`config.mk`:
```
export PLATFORM = sky130hd
export DESIGN_NAME = mbq_ram
export DESIGN_NICKNAME = d
export VERILOG_FILES = /design/src/rtl/mbq_ram.sv
export SDC_FILE = /design/constraint.sdc
export NUM_CORES = 1
export LEC_CHECK = 0
export BUFFER_PORTS_ARGS = -buffer_cell sky130_fd_sc_hd__buf_2
export CORE_ASPECT_RATIO = 1.75
export CORE_MARGIN = 5
export CORE_UTILIZATION = 60
export DETAILED_ROUTE_END_ITERATION = 8
export HOLD_SLACK_MARGIN = 0.08
export PLACE_DENSITY = 0.88
export SYNTH_ARGS = -nofsm -noshare
export SYNTH_HDL_FRONTEND = slang
export SYNTH_SLANG_ARGS = --single-unit
```
`constraint.sdc`:
```
create_clock -name clk -period 7.4 [get_ports clk]
set_input_delay 0 -clock clk [delete_from_list [all_inputs] [get_ports clk]]
set_output_delay 0 -clock clk [all_outputs]
set_load 0.03 [all_outputs]
```
`src/rtl/mbq_ram.sv`:
```
// ----------------------------------------------------------------------------
// mbq_ram
// Generic simple dual-port RAM: one write port, one registered read port.
// ----------------------------------------------------------------------------
module mbq_ram #(
  parameter int WIDTH = 64,
  parameter int DEPTH = 16
) (
  input  logic                     clk,
  input  logic                     we,
  input  logic [$clog2(DEPTH)-1:0] waddr,
  input  logic [WIDTH-1:0]         wdata,
  input  logic                     re,
  input  logic [$clog2(DEPTH)-1:0] raddr,
  output logic [WIDTH-1:0]         rdata
);

  logic [WIDTH-1:0] mem [DEPTH];

  always_ff @(posedge clk) begin
    if (we) mem[waddr] <= wdata;
    if (re) rdata <= mem[raddr];
  end

endmodule

```
# == Yosys cells after proc, flatten, opt, wreduce, memory -nomap -nowiden ==
# Memory sizes are Yosys's and may differ from the RTL's. A register that Yosys moved wholly into a read port is not among the register bits.
# Index checks and enable logic that the tools add are counted.
# word_totals
ff_bits,0
in_bits,75
mem_bits_rw,1024
elab_cells,3
output_inout_bits,64
memories,1
# classes
n_mux,2
# mem_list
memory,words,word_bits,read_ports,rd_ports_with_merged_regs,write_ports,line,text
mem,16,64,1,1,1,18,logic [WIDTH-1:0] mem [DEPTH];
# ops
op,n
$mux W1,2

# == Depth between registers and ports, before layout ==
# Gate-level depths: netlist (run 1).
# depth
word_depth,2
mapped_depth,6
depth_no_buf,3

# == Worst setup path after synthesis (run 1) ==
# No wires, ideal clock.
# synth_path
path_type,input to register
start,input port waddr[2]
end,"memory mem[0][0], enable pin"
required_time_ns,6.835
n_path_buf,0
stages,2
slack_ns,1.971
arrival_time_ns,4.863
setup_time_ns,0.565
path_cell_list,or3b_2 -> nor3_1
# synth_rtl
item,line,text
"start, declared",11,"input logic [$clog2(DEPTH)-1:0] waddr,"
"end, declared",18,
# Straight into the memory's write port.

# == Worst setup path in the final report (run 1) ==
# layout_path
start,input port waddr[1]
end,"memory mem[13][41], enable pin"
# Straight into the memory's write port.

==> results of run 1 <==
registers in the layout (all words and copies together), names as in the netlist:
register  count
rdata        64
mem        1024
through the flow:
stage	total power, mW	setup WS, ns	instance area (um^2)	hold WS, ns	std cells
after global placement	7.72	4.35	42000	0.347	2623
final	12.5	4.81	45600	0.201	2861
after global routing	12.8	4.58	45600	0.267	2858
after floorplan	7.50	1.97	40200	0.0989	1647
after CTS	12.5	4.85	45600	0.213	2855
after detailed placement	7.76	4.20	42000	0.372	2623
worst max-delay path, cell delays in order:
cell           delay [ns]
dlygate4sd3_1        0.54
buf_2                0.18
nand2b_1             0.35
nor2_4               0.88
buf_4                0.89
per-layer routing:
| layer | GRT usage (%) | part of all wire, % |
|---|---|---|
| met3 | 5.07 | 11 |
| met2 | 47.6 | 52 |
| met5 | 0 | 0 |
| met4 | 12.9 | 4.8 |
| met1 | 38.0 | 33 |
logic make-up (layout without fill, tap and decap cells):
| kind of cell | after synthesis | in the layout |
|---|---|---|
| compound gates | 128 | 128 |
| other cells | 0 | 6 |
| mux | 256 | 256 |
| simple gates | 91 | 91 |
| flops | 1088 | 1088 |
| buf+inv | 84 | 403 |
power by group:
part	internal (mW)	total, mW	switching, mW
clock	2.55	4.80	2.25
combinational	0.254	0.683	0.429
sequential	6.94	7.00	0.0646
total	9.75	12.5	2.74
cell usage in the layout (no fill, tap or decap):
cell	instances
nor2b_4	2
and2_4	1
clkbuf_1	11
nand3b_1	2
or3b_2	1
nor3_2	4
buf_4	32
a22oi_1	128
clkinvlp_4	6
nor2_4	13
nand3_1	1
clkinv_8	2
buf_8	2
inv_6	7
buf_12	2
dlygate4sd3_1	68
inv_16	1
mux4_2	256
clkbuf_16	89
buf_2	135
clkinv_1	17
nand2b_1	2
edfxtp_1	1088
nand2_1	65
clkinv_2	19
bufinv_16	9
diode_2	6
clkinv_4	3
path summary, 6_finish.rpt:
check | from | cells past startpoint | end | slack [ns]
worst max-delay path | waddr[1] | 5 | mem[13][41] | 4.81
worst min-delay path | raddr[1] | 4 | rdata[2] | 0.20
worst max register to register | mem[2][26] | 3 | rdata[26] | 5.76
worst min register to register | mem[15][40] | 3 | rdata[40] | 0.75
layout make-up:
type                       count  area (um^2)  area share (%)
tap                          889         1110            2.44
clock buffer                 100         2270            4.98
timing repair buffer         239         1670            3.66
sequential                  1088        32700            71.7
multi-input combinational    475         7230            15.9
antenna                        6         15.0          0.0329
clock inverter                64          614            1.35
==> impl_metrics.yaml, run 1 <==
outcome:
  status: "finished, final reports clean"
global_route:
  grt_pass1_vias: 21100
  grt_pass1_wl_mm: 149
  grt_max_degree: 141
  overflow: 0
  antenna_found_initial: 7
  groute.usage.overall_pct: 28.8
sta:
  clock_skew_ns: 0.0331
  period_minus_slack_ns: 2.59
  rsz0062_at_grt: "false"
  tns_ns: 0
  hold_violations: 0
  fin_crit_sh_pct: 35.0
  relSlewSlack_pct: 16.4
  setup_violations: 0
  slew_violations: 0
  tightestPinTransition_ns: 1.25
  max_clock_freq_ghz: 0.386
drt:
  wl_per_cell_um: 35.9
  wl_mm: 103
  first_pass_iters: 5
  postRouteAntennaNets: 0
  vias: 19800
  via_per_inst: 6.92
  drc: 0
  drt_iter0_markers: 3340
cells_and_area:
  utilization_pct: 68.6
  fin_nets: 1967
  drive_gt1_share_pct: 29.7
  fillers: 3685
  syn_to_final_growth_pct: 13.3
clock_tree:
  cts_resized: 0
  cts_tree: "done"
  htreeDepth: 3
  post_cts_buffers: 0
  clkTransAtPathRegs_ns: 0.07
  cts.sinks: 1088
  clk_latency_ns: 0.67
  cts_made_buffers: 88
  holdBufCountCts: 68
  cts_max_path_buffers: 3
  ctsRootBufferMaster: "clkbuf_16"
worst_setup_path:
  cp.required_ns: 7.67
  path_max_fanout: 42
  crit_arrival_ns: 2.86
  cp-start-kind: "input pin"
  criticalPathCategory: "input pin to register"
  end_kind: "register"
place:
  place.gp.congestion: 0.721
  place_hpwl_mm: 46.1
  port_buffers: 138
power:
  p_leak_nw: 14.5
  vdd_drop_max_mv: 0.208
  powerDensity_mw_per_mm2: 274
synthesis:
  syn-cell-area_mm2: 0.0402
  synth_area_leaders: "edfxtp_1 (81%), mux4_2 (14%), a22oi_1 (2.4%)"
  synthCells: 1647
  yosysWarnings: 0
  synth_xor_area_share_pct: 0
  yosys.area_share.simple_pct: 0.927
  syn_area_per_cell_um2: 24.4
  synthArstFlopShare_pct: 0
  ys_seq_elements: 1088
  yosysSeqAreaShare_pct: 81.2
  yosysTopAreaCell: "edfxtp_1"
  synth_enable_flop_cells: 1088
  synth-compound-area-share_pct: 2.39
  syn_nets: 1722
  synthAdderAreaFrac_pct: 0
  muxShareOfSynthArea_pct: 14.3
  synth_top_family_by_area: "multiplexers"
  synthFlopType: "edfxtp_1"
  synth_top_area_share_pct: 81.2
  synthTopCellsByCount: "edfxtp_1 (1088), mux4_2 (256), a22oi_1 (128)"
  synth_cell_types: 17
  synth_most_common_cell: "edfxtp_1"
die:
  top_level_ports: 139
  die-width_um: 206
  dieHeight_um: 353
  start_util_pct: 60.5
  die_area_mm2: 0.0725
  num_rows: 125
  core_area_mm2: 0.0665
min_path:
  hold_class: "input pin to register"
flow_run:
  maxCapViolations: 0
Power figures use the tool's default switching activity.
==> inputs of run 2 (changes only) <==
--- a/config.mk
+++ b/config.mk
@@ -8,10 +8,10 @@
 export BUFFER_PORTS_ARGS = -buffer_cell sky130_fd_sc_hd__buf_2
 export CORE_ASPECT_RATIO = 1.75
 export CORE_MARGIN = 5
-export CORE_UTILIZATION = 60
+export CORE_UTILIZATION = 55
 export DETAILED_ROUTE_END_ITERATION = 8
 export HOLD_SLACK_MARGIN = 0.08
-export PLACE_DENSITY = 0.88
+export PLACE_DENSITY = 0.86
 export SYNTH_ARGS = -nofsm -noshare
 export SYNTH_HDL_FRONTEND = slang
 export SYNTH_SLANG_ARGS = --single-unit
==> constraint.sdc (replaced) <==
create_clock -name clk -period 2.2 [get_ports clk]
set_input_delay 0 -clock clk [delete_from_list [all_inputs] [get_ports clk]]
set_output_delay 0 -clock clk [all_outputs]
set_load 0.03 [all_outputs]
==> run 2 against run 1 <==
Routed wire length shrank 4.5%. Combinational power grew to 3.5 times the previous value. Design area grew 2.5%. Final cell count grew 3.1%. Flip-flop and latch count is the same. Non-clock buffer count grew 50. Clock power grew to 3.4 times the previous value. Worst hold slack lost 0.076 ns.
==> impl_metrics.yaml, run 2 (same netlist as run 1, synthesis figures left out) <==
die:
  top_level_ports: 139
  die_area_mm2: 0.0789
  dieHeight_um: 368
  num_rows: 131
  core_area_mm2: 0.0728
  start_util_pct: 55.3
  die-width_um: 214
worst_setup_path:
  path_max_fanout: 21
  crit-reg2reg-capture: "rdata[57]"
  reg2reg_from: "mem[11][57]"
  r2r_cells: 3
  critPathCapture: "mem[8][8]"
  end_kind: "register"
  cp.required_ns: 2.55
  cp-start-kind: "input pin"
  crit_start: "waddr[1]"
  criticalPathCategory: "input pin to register"
  rrSetupSlack_ns: 0.50
  crit_arrival_ns: 2.26
clock_tree:
  cts_max_path_buffers: 3
  ctsRootBufferMaster: "clkbuf_16"
  cts_made_buffers: 89
  htreeDepth: 3
  cts_tree: "done"
  clkTransAtPathRegs_ns: 0.08
  cts.sinks: 1088
  clk_latency_ns: 0.69
cells_and_area:
  utilization_pct: 64.2
  fin_nets: 2018
  fillers: 4430
  drive_gt1_share_pct: 31.6
  reg_top3: "mem: 1024 flops, rdata: 64 flops"
  regMostFlops: "mem"
  final_cell_mix: "edfxtp_1 (1088), mux4_2 (256), buf_2 (135)"
  largest_reg_flops: 1024
  layout_commonest_cell: "edfxtp_1"
  final_area_mm2: 0.0467
  syn_to_final_growth_pct: 16.2
place:
  place_hpwl_mm: 48.7
  place_worst_setup_slack_ns: 0.339
  place.gp.congestion: 0.751
  port_buffers: 138
  placedInstanceArea_mm2: 0.0430
global_route:
  antenna_found_initial: 7
  overflow: 0
  grt_max_degree: 65
  grt_pass1_wl_mm: 144
  grt_pass1_vias: 21000
  groute.usage.overall_pct: 25.2
drt:
  via_per_inst: 6.68
  first_pass_iters: 6
  drc: 0
  wl_per_cell_um: 33.2
  vias: 19700
  drt_iter0_markers: 2822
  postRouteAntennaNets: 0
  wl_mm: 98.1
power:
  vdd_drop_max_mv: 0.575
  p_leak_nw: 15.0
  power_mw: 42.3
  powerDensity_mw_per_mm2: 906
sta:
  clock_skew_ns: 0.0306
  max_clock_freq_ghz: 0.524
  fin_crit_sh_pct: 86.7
  rsz0062_at_grt: "false"
  tightestPinTransition_ns: 0.618
  relSlewSlack_pct: 58.6
  hold_violations: 0
  setup_violations: 0
  whs_ns: 0.125
  slew_violations: 0
  period_minus_slack_ns: 1.91
  setup_ws_ns: 0.293
min_path:
  hold_class: "input pin to register"
outcome:
  status: "finished, final reports clean"
flow_run:
  maxCapViolations: 0
run 2: layout make-up:
cell class                      count  area, um^2  area share (%)
Multi-Input combinational cell    475        7270            15.6
Clock buffer                       99        2260            4.85
Timing Repair Buffer              289        2640            5.65
Clock inverter                     64         707            1.51
Tap cell                          931        1160            2.49
Sequential cell                  1088       32700            69.9
Antenna cell                        4        10.0          0.0214
run 2: routing by layer:
layer / GRT usage (%) / wire [um] / vias to the layer above
li1: - / - / 7693
met1: 32.5 / 32600 / 10200
met2: 43.2 / 51000 / 1603
met3: 5.02 / 11000 / 221
met4: 9.07 / 3410 / 6
met5: 0 / 34 / -
run 2: per-stage QoR:
stage / TNS [ns] / instances
floorplan: -107.69 / 1647
global placement: 0 / 2711
detailed placement: 0 / 2711
CTS: 0 / 2946
global route: 0 / 2949
finish: 0 / 2950
run 2: worst min-delay path by stage:
| stage | start | endpoint | cells past startpoint |
|---|---|---|---|
| after floorplan | wdata[0] | mem[0][0] | 0 |
| after global placement | wdata[33] | mem[8][33] | 1 |
| after detailed placement | wdata[12] | mem[14][12] | 1 |
| after CTS | we | mem[13][61] | 4 |
| after global routing | waddr[2] | mem[3][58] | 4 |
| final | we | mem[13][61] | 4 |
run 2: where the power goes:
part	leakage, nW	internal [mW]	switching, mW
logic	3.66	0.955	1.47
clock network	1.42	8.85	7.53
registers	9.89	23.3	0.180
total	15.0	33.1	9.17
run 2: critical path: stages:
cell and delay, ns:
dlygate4sd3_1 0.55, buf_2 0.21, nor3_4 0.21, dlygate4sd3_1 0.98
buf_12 0.29
run 2: timing repair:
| action | 4_1_cts | 5_1_grt |
|---|---|---|
| hold buffers | 72 | 0 |
| resized for setup | 0 | 0 |
| setup buffers | 0 | 0 |
| endpoints found under the hold margin | 1266 | 0 |
