File: config.mk
export PLATFORM = sky130hd
export DESIGN_NAME = mbq_dir
export DESIGN_NICKNAME = d
export VERILOG_FILES = /design/src/rtl/mbq_pkg.sv /design/src/rtl/mbq_dir.sv
export SDC_FILE = /design/constraint.sdc
export NUM_CORES = 1
export LEC_CHECK = 0
export BUFFER_PORTS_ARGS = -buffer_cell sky130_fd_sc_hd__buf_2
export CELL_PAD_IN_SITES_DETAIL_PLACEMENT = 1
export CELL_PAD_IN_SITES_GLOBAL_PLACEMENT = 2
export CORE_MARGIN = 5
export CORE_UTILIZATION = 45
export CTS_BUF_LIST = sky130_fd_sc_hd__clkbuf_8 sky130_fd_sc_hd__clkbuf_16
export CTS_CLUSTER_DIAMETER = 40
export DETAILED_ROUTE_END_ITERATION = 8
export GPL_TIMING_DRIVEN = 1
export PLACE_DENSITY_LB_ADDON = 0.1
export SLEW_MARGIN = 20
export SYNTH_ARGS = -nofsm -noshare
export SYNTH_HDL_FRONTEND = slang
export SYNTH_SLANG_ARGS = --single-unit
File: constraint.sdc
create_clock -name clk -period 7 [get_ports clk]
set_input_delay 1.05 -clock clk [delete_from_list [all_inputs] [get_ports clk]]
set_output_delay 1.05 -clock clk [all_outputs]
set_load 0.05 [all_outputs]
File: src/rtl/mbq_pkg.sv
// ----------------------------------------------------------------------------
// mbq_pkg
// Shared codes, types and helpers of the keyed mailbox queue engine.
// ----------------------------------------------------------------------------
package mbq_pkg;

  // Widest slot index that the directory result can carry (up to 64 slots).
  localparam int SLOT_IDX_MAX_W = 6;

  // Most bytes a single read can hand back (sixteen beats of eight bytes).
  localparam int RESULT_BYTES = 128;

  localparam logic [2:0] KIND_WBEGIN = 3'd0;
  localparam logic [2:0] KIND_WDATA  = 3'd1;
  localparam logic [2:0] KIND_READ   = 3'd2;
  localparam logic [2:0] KIND_PEEK   = 3'd3;
  localparam logic [2:0] KIND_FORGET = 3'd4;

  localparam logic [2:0] ST_OK      = 3'd0;
  localparam logic [2:0] ST_BAD_KEY = 3'd1;
  localparam logic [2:0] ST_FULL    = 3'd2;
  localparam logic [2:0] ST_EMPTY   = 3'd3;
  localparam logic [2:0] ST_NO_OPEN = 3'd4;

  typedef struct packed {
    logic                      hit;
    logic [SLOT_IDX_MAX_W-1:0] hit_idx;
    logic                      free;
    logic [SLOT_IDX_MAX_W-1:0] free_idx;
  } dir_res_t;

  // Mask that keeps the low cnt bytes of a word; counts of eight or more keep all.
  function automatic logic [63:0] byte_mask(input logic [3:0] cnt);
    logic [63:0] m;
    m = '0;
    for (int i = 0; i < 8; i++) begin
      if (cnt > 4'(i)) m[i*8 +: 8] = 8'hFF;
    end
    return m;
  endfunction

endpackage

File: src/rtl/mbq_dir.sv
// ----------------------------------------------------------------------------
// mbq_dir
// Key directory: matches a key against the used slots and finds a free slot.
// ----------------------------------------------------------------------------
module mbq_dir #(
  parameter int QUEUE_COUNT = 8
) (
  input  logic                clk,
  input  logic                rst,
  input  logic [63:0]         key,
  input  logic                alloc,
  output mbq_pkg::dir_res_t   res
);
  import mbq_pkg::*;

  localparam int QW = (QUEUE_COUNT > 1) ? $clog2(QUEUE_COUNT) : 1;

  logic [QUEUE_COUNT-1:0] used;
  logic [63:0]            keys [QUEUE_COUNT];

  always_comb begin
    res = '0;
    for (int i = QUEUE_COUNT - 1; i >= 0; i--) begin
      if (used[i] && keys[i] == key) begin
        res.hit     = 1'b1;
        res.hit_idx = SLOT_IDX_MAX_W'(i);
      end
      if (!used[i]) begin
        res.free     = 1'b1;
        res.free_idx = SLOT_IDX_MAX_W'(i);
      end
    end
  end

  always_ff @(posedge clk) begin
    if (rst) begin
      used <= '0;
    end else if (alloc) begin
      used[res.free_idx[QW-1:0]] <= 1'b1;
    end
  end

  always_ff @(posedge clk) begin
    if (alloc) keys[res.free_idx[QW-1:0]] <= key;
  end

endmodule

# --- Word-level counts from Yosys, hierarchy flattened ---
# Memory sizes are Yosys's and may differ from the RTL's.
# Cells that the tools add are included.
word_totals:
  register_bits: 8
  ramBits: 512
  in_bits: 67
  word_cells: 42
  n_memories: 1
memory_table:
  columns: ["name", "words", "word_bits", "read_ports", "rd_ports_with_merged_regs", "wr", "line", "rtl"]
  rows:
  - ["keys", 8, 64, 8, 0, 1, "mbq_dir.sv:19", "logic [63:0] keys [QUEUE_COUNT];"]
op_classes:
  order_cmp: 2
  n_eq_ne: 8
  n_mux: 20
  bitwise: 1
  reduce_logical: 9
op_table:
  columns: ["op", "count"]
  rows:
  - ["== test 64 bit", 8]
  - ["two-way mux 7 bit", 16]
  - ["logical AND 1 bit", 9]
  - ["OR 8 bit", 1]
  - ["less-than comparator 3 x 4 -> 1 bit (second input constant)", 1]
  - ["demux 1 bit (select 3 bit)", 1]
  - [">= comparator 3 x 1 -> 1 bit (second input constant)", 1]
  - ["two-way mux 1 bit", 3]

# --- Depth between registers and ports, before layout ---
# Gate-level depths: netlist (run 1).
depth:
  ltp_word: 13
  ltp_mapped: 10
  ltp_nobuf: 10

# --- Least setup slack after synthesis (run 1) ---
# OpenSTA, ideal clock, no wires.
synth_timing:
  path_kind: "input-to-reg"
  from: "in alloc"
  to: "mem keys[3][0], enable pin"
  arrival_time_ns: 5.573
  setup_slack_ns: 0.859
  stages: 2
  path_buffers: 0
  cell_sequence: "nand3_1 -> nor3_1"
synth_between:
  elab_chain_len: 2
synth_lines:
  columns: ["element", "line", "rtl"]
  rows:
  - ["start, declared", "mbq_dir.sv:11", "input logic alloc,"]
  - ["two-way mux 1 bit", "mbq_dir.sv:44", "if (alloc) keys[res.free_idx[QW-1:0]] <= key;"]
  - ["two-way mux 1 bit (not written as such)", "mbq_dir.sv:44", null]
  - ["end, declared", "mbq_dir.sv:19", null]
# No other way between the ends.

==> results.sh, run 1 <==
export IMPL_outcome="complete, no violations"
export IMPL_htreeDepth=3
export IMPL_hold_start="used[5]"
export IMPL_worstHoldEndpoint="used[5]"
export IMPL_reg2reg_depth=9
export IMPL_slew_headroom_pct=26.44
export IMPL_path_clk_slew_ps=50
export IMPL_finalMaxSlewViolations=0
export IMPL_place_hpwl_um=47400
export IMPL_antenna_found_initial=4
export IMPL_yosysMostFrequentCell="edfxtp_1"
export IMPL_io_pins=81
export IMPL_initial_utilization_pct=45.25
export IMPL_critPathArrivalTime_ps=4350
export IMPL_drt_wl_total_um=70710
export IMPL_internal_power_mw=5.889
export IMPL_yosys_area_top_type="edfxtp_1"
export IMPL_final_util_pct=52.73
export IMPL_vias=13160
export IMPL_coreArea_um2=48650
export IMPL_rows=81
export IMPL_pwr_share_seq_pct=45.7
export IMPL_startpoint_type="input pin"
export IMPL_dp_cells=2097
export IMPL_nets=1620
export IMPL_p_sw_mw=1.773
export IMPL_p_clk_share_pct=48.3
export IMPL_cellLeakagePower_nw=8.587
export IMPL_ys_top_cells_by_area="edfxtp_1, xor2_1, xnor2_1"
export IMPL_ys_warn_count=0
export IMPL_die_area_um2=53440
export IMPL_synth_common_cells="edfxtp_1, xor2_1, xnor2_1"
export IMPL_fin_skew_ps=20.33
export IMPL_ctsLongestPathBuffers=3
export IMPL_hold_violations=0
export IMPL_reg2reg_setup_slack_ps=3470
export IMPL_drive_above_1_share_pct=15.91
export IMPL_grt_ovfl_total=0
export IMPL_synth_seq_area_share_pct=70.58
export IMPL_holdWs_ps=546.5
export IMPL_syn2layout_area_growth_pct=16.53
export IMPL_synth_cells=1428
export IMPL_peakVddDrop_mv=0.1858
export IMPL_cts_inserted_buffers=76
export IMPL_portBuffers=74
export IMPL_cp_data_required_time_ps=5950
export IMPL_rsz0062_at_grt="false"
export IMPL_worst_pin_slew_ps=1103
export IMPL_postCtsSetupRepairBufs=0
export IMPL_setup_viol=0
export IMPL_drcViolationCount=0
export IMPL_crit_type="input pin to output pin"
export IMPL_track_usage_pct=26.38
export IMPL_placed_area_um2=23180
export IMPL_async_flop_share_pct=0
export IMPL_via_per_inst=5.895
export IMPL_drtPass1Iterations=5
export IMPL_r2r_start="used[6]"
export IMPL_max_freq_ghz=0.1852
export IMPL_fin_tns_setup_ps=0
export IMPL_avgSynthCellArea_um2=15.41
export IMPL_ys_ff_latch=520
export IMPL_postCtsResizedCells=0
export IMPL_grt_pass1_vias=13460
export IMPL_reg2reg_to="keys[4][46]"
export IMPL_die_x_um=231.2
export IMPL_hold_depth=2
export IMPL_holdBufCountCts=0
export IMPL_synth_edf_count=512
export IMPL_clock_tree_root_cell="clkbuf_16"
export IMPL_finalNonFillerCells=2233
export IMPL_drt_iter0_drc=1337
export IMPL_yosys_cell_types_count=52
export IMPL_place_congestion=0.9433
export IMPL_worst_path_max_fanout=17
export IMPL_cts_tree="built"
export IMPL_clk_latency_ps=600
export IMPL_cp_end_kind="output pin"
export IMPL_die_y_um=231.2
export IMPL_avgRoutedWirePerCell_um=31.67
export IMPL_power_share_switching_pct=23.14
export IMPL_clock_sinks=520
export IMPL_grt_first_pass_wirelength_um=99950
export IMPL_fin_area_um2=25650
export IMPL_grt_max_degree=66
export IMPL_yosys_area_top_type_share_pct=69.85
export IMPL_power_frac_comb_pct=6.0
export IMPL_fin_crit_sh_pct=77.14
export IMPL_hold_class="flip-flop to flip-flop"
export IMPL_n_fill_cell=4596
export IMPL_cellPowerDensity_nw_per_um2=298.7
export IMPL_drtAntennaViolNets=0
export IMPL_synth_area_um2=22010
export IMPL_ys_flop_type="edfxtp_1"
export IMPL_maxCapViolations=0
export IMPL_period_needed_ps=5400
[layout by cell type (no fill, tap or decap), types with 10 or more instances in the layout]
cell type | netlist | layout
a221oi_1 | 14 | 14
o22ai_1 | 35 | 35
buf_4 | 8 | 37
nand4_1 | 65 | 65
buf_2 | 31 | 74
o2bb2ai_1 | 15 | 15
edfxtp_1 | 512 | 512
xor2_1 | 208 | 208
xnor2_1 | 186 | 186
nor3_1 | 13 | 12
nand2b_1 | 16 | 16
nor2_1 | 25 | 18
nor4_1 | 67 | 65
clkbuf_16 | 0 | 79
inv_2 | 10 | 10
nand2_1 | 21 | 21
clkinv_4 | 0 | 12
a22oi_1 | 13 | 13
inv_1 | 67 | 75
[cell type report]
class | count | area (µm²) | area share, %
Antenna cell | 2 | 5.005 | 0.01951
Clock buffer | 79 | 1977 | 7.707
Clock inverter | 55 | 490.5 | 1.912
Inverter | 77 | 289.0 | 1.127
Multi-Input combinational cell | 766 | 5907 | 23.03
Sequential cell | 520 | 15530 | 60.57
Tap cell | 622 | 778.2 | 3.034
Timing Repair Buffer | 112 | 668.1 | 2.605
[per-stage QoR]
step	power, mW	setup WS, ps
2_1_floorplan	3.803	859.0
3_3_place_gp	4.008	1216
3_5_place_dp	4.018	1621
4_1_cts	7.722	1619
5_1_grt	7.912	1521
6_report	7.661	1600
[kinds of logic after synthesis]
family	count (synthesis)	synth area share, %
flip-flops	520	70.58
AO/OA/AOI/OAI	125	4.320
other	1	0.01704
XOR/XNOR	394	15.68
AND/OR/NAND/NOR	241	6.418
buffers and inverters	147	2.990
[power by group through the flow]
| stage | Combinational (mW) | Clock (mW) | Sequential, mW |
|---|---|---|---|
| after floorplan | 0.243 | 0 | 3.56 |
| after global placement | 0.449 | 0 | 3.56 |
| after detailed placement | 0.458 | 0 | 3.56 |
| after CTS | 0.461 | 3.76 | 3.50 |
| after global routing | 0.484 | 3.93 | 3.50 |
| final | 0.460 | 3.70 | 3.50 |
[how the worst max path moves through the flow]
| stage | startpoint | endpoint | slack, ps |
|---|---|---|---|
| finish | key[34] | res[7] | 1600 |
| global route | key[34] | res[7] | 1520 |
| CTS | key[34] | res[7] | 1620 |
| detailed placement | key[34] | res[7] | 1620 |
| global placement | key[34] | res[7] | 1220 |
| floorplan | alloc | keys[3][0] | 860 |
[state kept, by name, summed over array words and instances, names as in the netlist]
| signal | count |
|---|---|
| keys | 512 |
| used | 8 |
[critical path, stage by stage]
cell and delay, ps:
buf_2 390, xor2_1 150, nor4_2 700, nand4_1 420, nor4_1 600, o311ai_1 260
a21oi_1 210, o21bai_1 80, a21oi_1 180, buf_2 290
[routing by layer]
metal | global-route usage [%] | up-vias | wire [µm]
li1 | - | 5572 | -
met1 | 37.07 | 7018 | 30660
met2 | 43.64 | 487 | 34220
met3 | 4.165 | 87 | 4412
met4 | 6.389 | 0 | 1416
met5 | 0 | - | 0
Note: power is estimated with default switching activity, not from simulation.
==> run 2, diff against run 1 <==
Clock period 7 ns to 5.3 ns, I/O delays scaled along.
==> run 2 against run 1 <==
  * Core utilization increased by 1.7 points
  * Combinational power grew 37%
  * Clock skew fell by 1.5 ps
  * Wire length grew 3.6%
==> results.sh, run 2 (same netlist as run 1, synthesis figures left out) <==
export IMPL_outcome="complete, no violations"
export IMPL_reg2reg_depth=9
export IMPL_track_usage_pct=27.37
export IMPL_p_clk_share_pct=52.4
export IMPL_cts_tree="built"
export IMPL_critPathCapture="res[9]"
export IMPL_drt_iter0_drc=1401
export IMPL_grt_ovfl_total=0
export IMPL_crit_path_start="key[24]"
export IMPL_slew_headroom_pct=20.62
export IMPL_power_share_switching_pct=22.34
export IMPL_rsz0062_at_grt="false"
export IMPL_pwr_share_seq_pct=41.8
export IMPL_cts_inserted_buffers=81
export IMPL_clock_sinks=520
export IMPL_cp_data_required_time_ps=4510
export IMPL_nets=1672
export IMPL_worst_pin_slew_ps=1180
export IMPL_max_freq_ghz=0.2006
export IMPL_grt_first_pass_wirelength_um=103000
export IMPL_clock_tree_root_cell="clkbuf_16"
export IMPL_reg2reg_setup_slack_ps=2090
export IMPL_fin_area_um2=26500
export IMPL_n_fill_cell=4586
export IMPL_via_per_inst=5.765
export IMPL_die_area_um2=53440
export IMPL_cp_end_kind="output pin"
export IMPL_grt_pass1_vias=13380
export IMPL_hold_start="key[63]"
export IMPL_holdBufCountCts=0
export IMPL_cellPowerDensity_nw_per_um2=416.7
export IMPL_critical_path_depth=10
export IMPL_startpoint_type="input pin"
export IMPL_internal_power_mw=8.574
export IMPL_placed_area_um2=23550
export IMPL_fin_tns_setup_ps=0
export IMPL_layout_commonest_cell="edfxtp_1"
export IMPL_peakVddDrop_mv=0.3197
export IMPL_die_y_um=231.2
export IMPL_initial_utilization_pct=45.25
export IMPL_most_common_layout_cells="edfxtp_1, xor2_1, xnor2_1"
export IMPL_place_hpwl_um=50870
export IMPL_path_clk_slew_ps=50
export IMPL_path_delay_family="simple AND/OR/NAND/NOR gates"
export IMPL_drtAntennaViolNets=0
export IMPL_hold_depth=1
export IMPL_syn2layout_area_growth_pct=20.38
export IMPL_multiInputGateArea_um2=5913
export IMPL_fin_crit_sh_pct=94.05
export IMPL_finalMaxSlewViolations=0
export IMPL_place_congestion=0.9360
export IMPL_cp_slowest_cell="nor4_1"
export IMPL_drtPass1Iterations=5
export IMPL_period_needed_ps=4985
export IMPL_power_frac_comb_pct=5.7
export IMPL_diodes=0
export IMPL_worst_path_largest_cell_delay_ps=1040
export IMPL_critPathArrivalTime_ps=4190
export IMPL_reg2reg_to="keys[0][47]"
export IMPL_r2r_start="used[6]"
export IMPL_p_sw_mw=2.467
export IMPL_path_cells="buf_2, o21ai_0, nor4_1, buf_4, nand4_1, nor4_1, inv_1, and3_1, nor2b_1, buf_2"
export IMPL_ctsLongestPathBuffers=3
export IMPL_rows=81
export IMPL_drt_wl_total_um=73230
export IMPL_maxCapViolations=0
export IMPL_htreeDepth=3
export IMPL_crit_type="input pin to output pin"
export IMPL_final_util_pct=54.47
export IMPL_die_x_um=231.2
export IMPL_cellLeakagePower_nw=9.040
export IMPL_antenna_found_initial=1
export IMPL_largest_reg_flops=512
export IMPL_portBuffers=74
export IMPL_worst_path_max_fanout=17
export IMPL_cp_num_buf_inv=4
export IMPL_clk_latency_ps=600
export IMPL_drcViolationCount=0
export IMPL_coreArea_um2=48650
export IMPL_postCtsResizedCells=0
export IMPL_seq_area_um2=15530
export IMPL_avgRoutedWirePerCell_um=31.96
export IMPL_fin_skew_ps=18.86
export IMPL_io_pins=81
export IMPL_setup_viol=0
export IMPL_postCtsSetupRepairBufs=0
export IMPL_drive_above_1_share_pct=19.05
export IMPL_grt_max_degree=66
export IMPL_hold_class="input pin to flip-flop"
export IMPL_vias=13210
export IMPL_hold_violations=0
[run 2: layout make-up]
type	instances	area share [%]
repair buffers	159	3.910
clock inverters	64	3.282
inverters	77	1.091
clock buffers	83	7.838
multi-input cells	766	22.32
flip-flops and latches	520	58.63
well taps	622	2.937
[run 2: worst min path at each step]
stage / to
after floorplan: used[0]
after global placement: used[5]
after detailed placement: used[0]
after CTS: keys[5][63]
after global routing: keys[5][63]
final: keys[5][63]
[run 2: power by group through the flow]
stage          clock, mW  combinational (mW)  sequential [mW]
3_3_place_gp           0               0.620             4.70
3_5_place_dp           0               0.627             4.70
5_1_grt             6.09               0.662             4.62
2_1_floorplan          0               0.321             4.70
4_1_cts             5.87               0.633             4.62
6_report            5.79               0.631             4.62
[run 2: worst reg2reg max path, stage by stage, from the launching register on]
cell and delay, ps:
dfxtp_1 460, nor2b_1 220, o21ai_0 150, nand2_1 70, nand2_1 80, nand2_1 50, nand2_1 260, inv_1 250
nor2_4 820, buf_4 510
[run 2: metal layers]
layer / global-route usage (%) / vias up / routed length [µm]
li1: - / 5686 / -
met1: 39.55 / 6993 / 32430
met2: 44.32 / 461 / 34900
met3: 4.398 / 68 / 4743
met4: 5.999 / 0 / 1156
met5: 0 / - / 0
[run 2: stage by stage]
step	setup WS [ps]	power [mW]	std cells	hold slack (ps)
CTS	245.2	11.12	2291	415.3
finish	315.4	11.04	2291	447.4
floorplan	793.0	5.022	1433	478.8
detailed placement	238.4	5.330	2144	539.4
global placement	285.1	5.320	2142	539.1
global route	259.4	11.37	2291	435.7
==> run 3, diff against run 2 <==
==> constraint.sdc (replaced) <==
create_clock -name clk -period 5.3 [get_ports clk]
set_input_delay 1.325 -clock clk [delete_from_list [all_inputs] [get_ports clk]]
set_output_delay 1.325 -clock clk [all_outputs]
set_load 0.05 [all_outputs]
==> run 3 against run 2 <==
  * Register-to-register slack improved by 230 ps
  * Global-route usage increased by 0.89 points
  * Sequential power about the same
  * Sequential share of layout area decreased by 2.5 points
  * First-iteration DRC count increased by 8.6%
  * Setup slack got worse by 270 ps
  * Die area unchanged
  * Clock power decreased by 6.2%
  * Core utilization increased by 2.4 points
  * Fmax decreased by 5.1%
  * Combinational power increased by 16%
  * Via count increased by 5.0%
  * Largest power group unchanged
==> results.sh, run 3 (same netlist as run 1, synthesis figures left out) <==
export IMPL_via_per_inst=5.729
export IMPL_fin_skew_ps=16.18
export IMPL_initial_utilization_pct=45.25
export IMPL_cts_tree="built"
export IMPL_wl_met1_um=32860
export IMPL_crit_type="input pin to output pin"
export IMPL_startpoint_type="input pin"
export IMPL_clk_latency_ps=620
export IMPL_routed_top_layer="met4"
export IMPL_wl_met3_um=5149
export IMPL_setup_viol=0
export IMPL_nets=1799
export IMPL_holdBufCountCts=0
export IMPL_cts_inserted_buffers=82
export IMPL_vias=13870
export IMPL_peakVddDrop_mv=0.3270
export IMPL_path_clk_slew_ps=50
export IMPL_dp_cells=2270
export IMPL_drcViolationCount=0
export IMPL_die_x_um=231.2
export IMPL_cp_end_kind="output pin"
export IMPL_outcome="complete, no violations"
export IMPL_drive_above_1_share_pct=26.18
export IMPL_hold_violations=0
export IMPL_largest_reg_flops=512
export IMPL_place_hpwl_um=53730
export IMPL_antenna_found_initial=0
export IMPL_syn2layout_area_growth_pct=25.68
export IMPL_clock_tree_root_cell="clkbuf_16"
export IMPL_drt_iter0_drc=1522
export IMPL_grt_ovfl_total=0
export IMPL_coreArea_um2=48650
export IMPL_drtAntennaViolNets=0
export IMPL_holdWs_ps=545.3
export IMPL_die_y_um=231.2
export IMPL_diodes=0
export IMPL_finalMaxSlewViolations=0
export IMPL_slew_headroom_pct=26.80
export IMPL_ctsLongestPathBuffers=3
export IMPL_finalNonFillerCells=2421
export IMPL_hold_class="flip-flop to flip-flop"
export IMPL_htreeDepth=3
export IMPL_worst_pin_slew_ps=1098
export IMPL_grt_first_pass_wirelength_um=107200
export IMPL_fin_tns_setup_ps=0
export IMPL_track_usage_pct=28.26
export IMPL_portBuffers=74
export IMPL_period_needed_ps=5254
export IMPL_critPathArrivalTime_ps=3930
export IMPL_io_pins=81
export IMPL_clock_sinks=520
export IMPL_die_area_um2=53440
export IMPL_cellLeakagePower_nw=9.698
export IMPL_rows=81
export IMPL_avgRoutedWirePerCell_um=31.23
export IMPL_worst_path_max_fanout=5
export IMPL_drtPass1Iterations=6
export IMPL_cellPowerDensity_nw_per_um2=389.9
export IMPL_drt_wl_total_um=75600
export IMPL_max_freq_ghz=0.1903
export IMPL_grt_max_degree=66
export IMPL_fin_crit_sh_pct=99.13
export IMPL_grt_pass1_vias=14330
export IMPL_met2_length_um=35760
export IMPL_layout_commonest_cell="edfxtp_1"
export IMPL_place_congestion=0.9253
export IMPL_cp_data_required_time_ps=3970
export IMPL_maxCapViolations=0
export IMPL_most_common_layout_cells="edfxtp_1, xor2_1, buf_4"
==> run 3: cell count changes in the layout (fill, tap and decap cells not counted), sizes merged <==
cell      change
bufinv       -10
clkinvlp      +1
buf         +121
clkbuf        +6
inv           +1
clkinv       +11
==> run 3: metal layers <==
layer	vias up	global-route usage, %
met5	-	0
met4	0	6.668
met3	103	5.280
met2	526	45.34
met1	7289	40.49
li1	5953	-
==> run 3: through the flow <==
step	setup slack, ps	total power, mW	util [%]	area [µm²]
after floorplan	200.8	5.022	-	22030
after CTS	8.846	10.84	56.68	27570
final	46.15	10.79	56.87	27660
after global placement	-343.5	5.400	50.64	24630
after detailed placement	-319.5	5.410	50.64	24630
after global routing	-60.95	11.09	56.87	27660
==> run 3: worst paths after layout <==
| check | depth (start not counted) | slack [ps] | to | startpoint |
|---|---|---|---|---|
| hold / removal | 2 | 550 | used[5] | used[5] |
| hold reg to reg | 2 | 550 | used[5] | used[5] |
| setup / recovery | 11 | 50 | res[7] | key[39] |
| setup reg to reg | 9 | 2320 | keys[0][26] | used[6] |
==> run 3: report_power, final <==
group | internal, mW | switching, mW
clock | 3.37 | 2.07
combinational | 0.257 | 0.472
sequential | 4.59 | 0.0282
==> run 3: timing repair <==
action                                  in CTS  in global routing
pin swaps                                    8                  5
resized for setup                           30                 16
endpoints found under the setup margin       4                  4
endpoints found under the hold margin        0                  0
setup buffers                                1                  0
==> run 3: critical path, stage by stage <==
cell and delay, ps:
buf_2 150, xnor2_1 430, o221ai_1 210, or4_1 580, nor4_2 230, buf_4 170, o311ai_1 120, a21oi_2 200
o21bai_1 100, a21oi_2 180, buf_4 220
==> run 3: area by class of cell <==
| class | count | area [µm²] |
|---|---|---|
| Tap cell | 622 | 778.2 |
| Clock buffer | 84 | 2102 |
| Timing Repair Buffer | 285 | 2175 |
| Clock inverter | 67 | 676.9 |
| Inverter | 77 | 289.0 |
| Multi-Input combinational cell | 766 | 6108 |
| Sequential cell | 520 | 15530 |
| Fill cell | 4561 | 20980 |
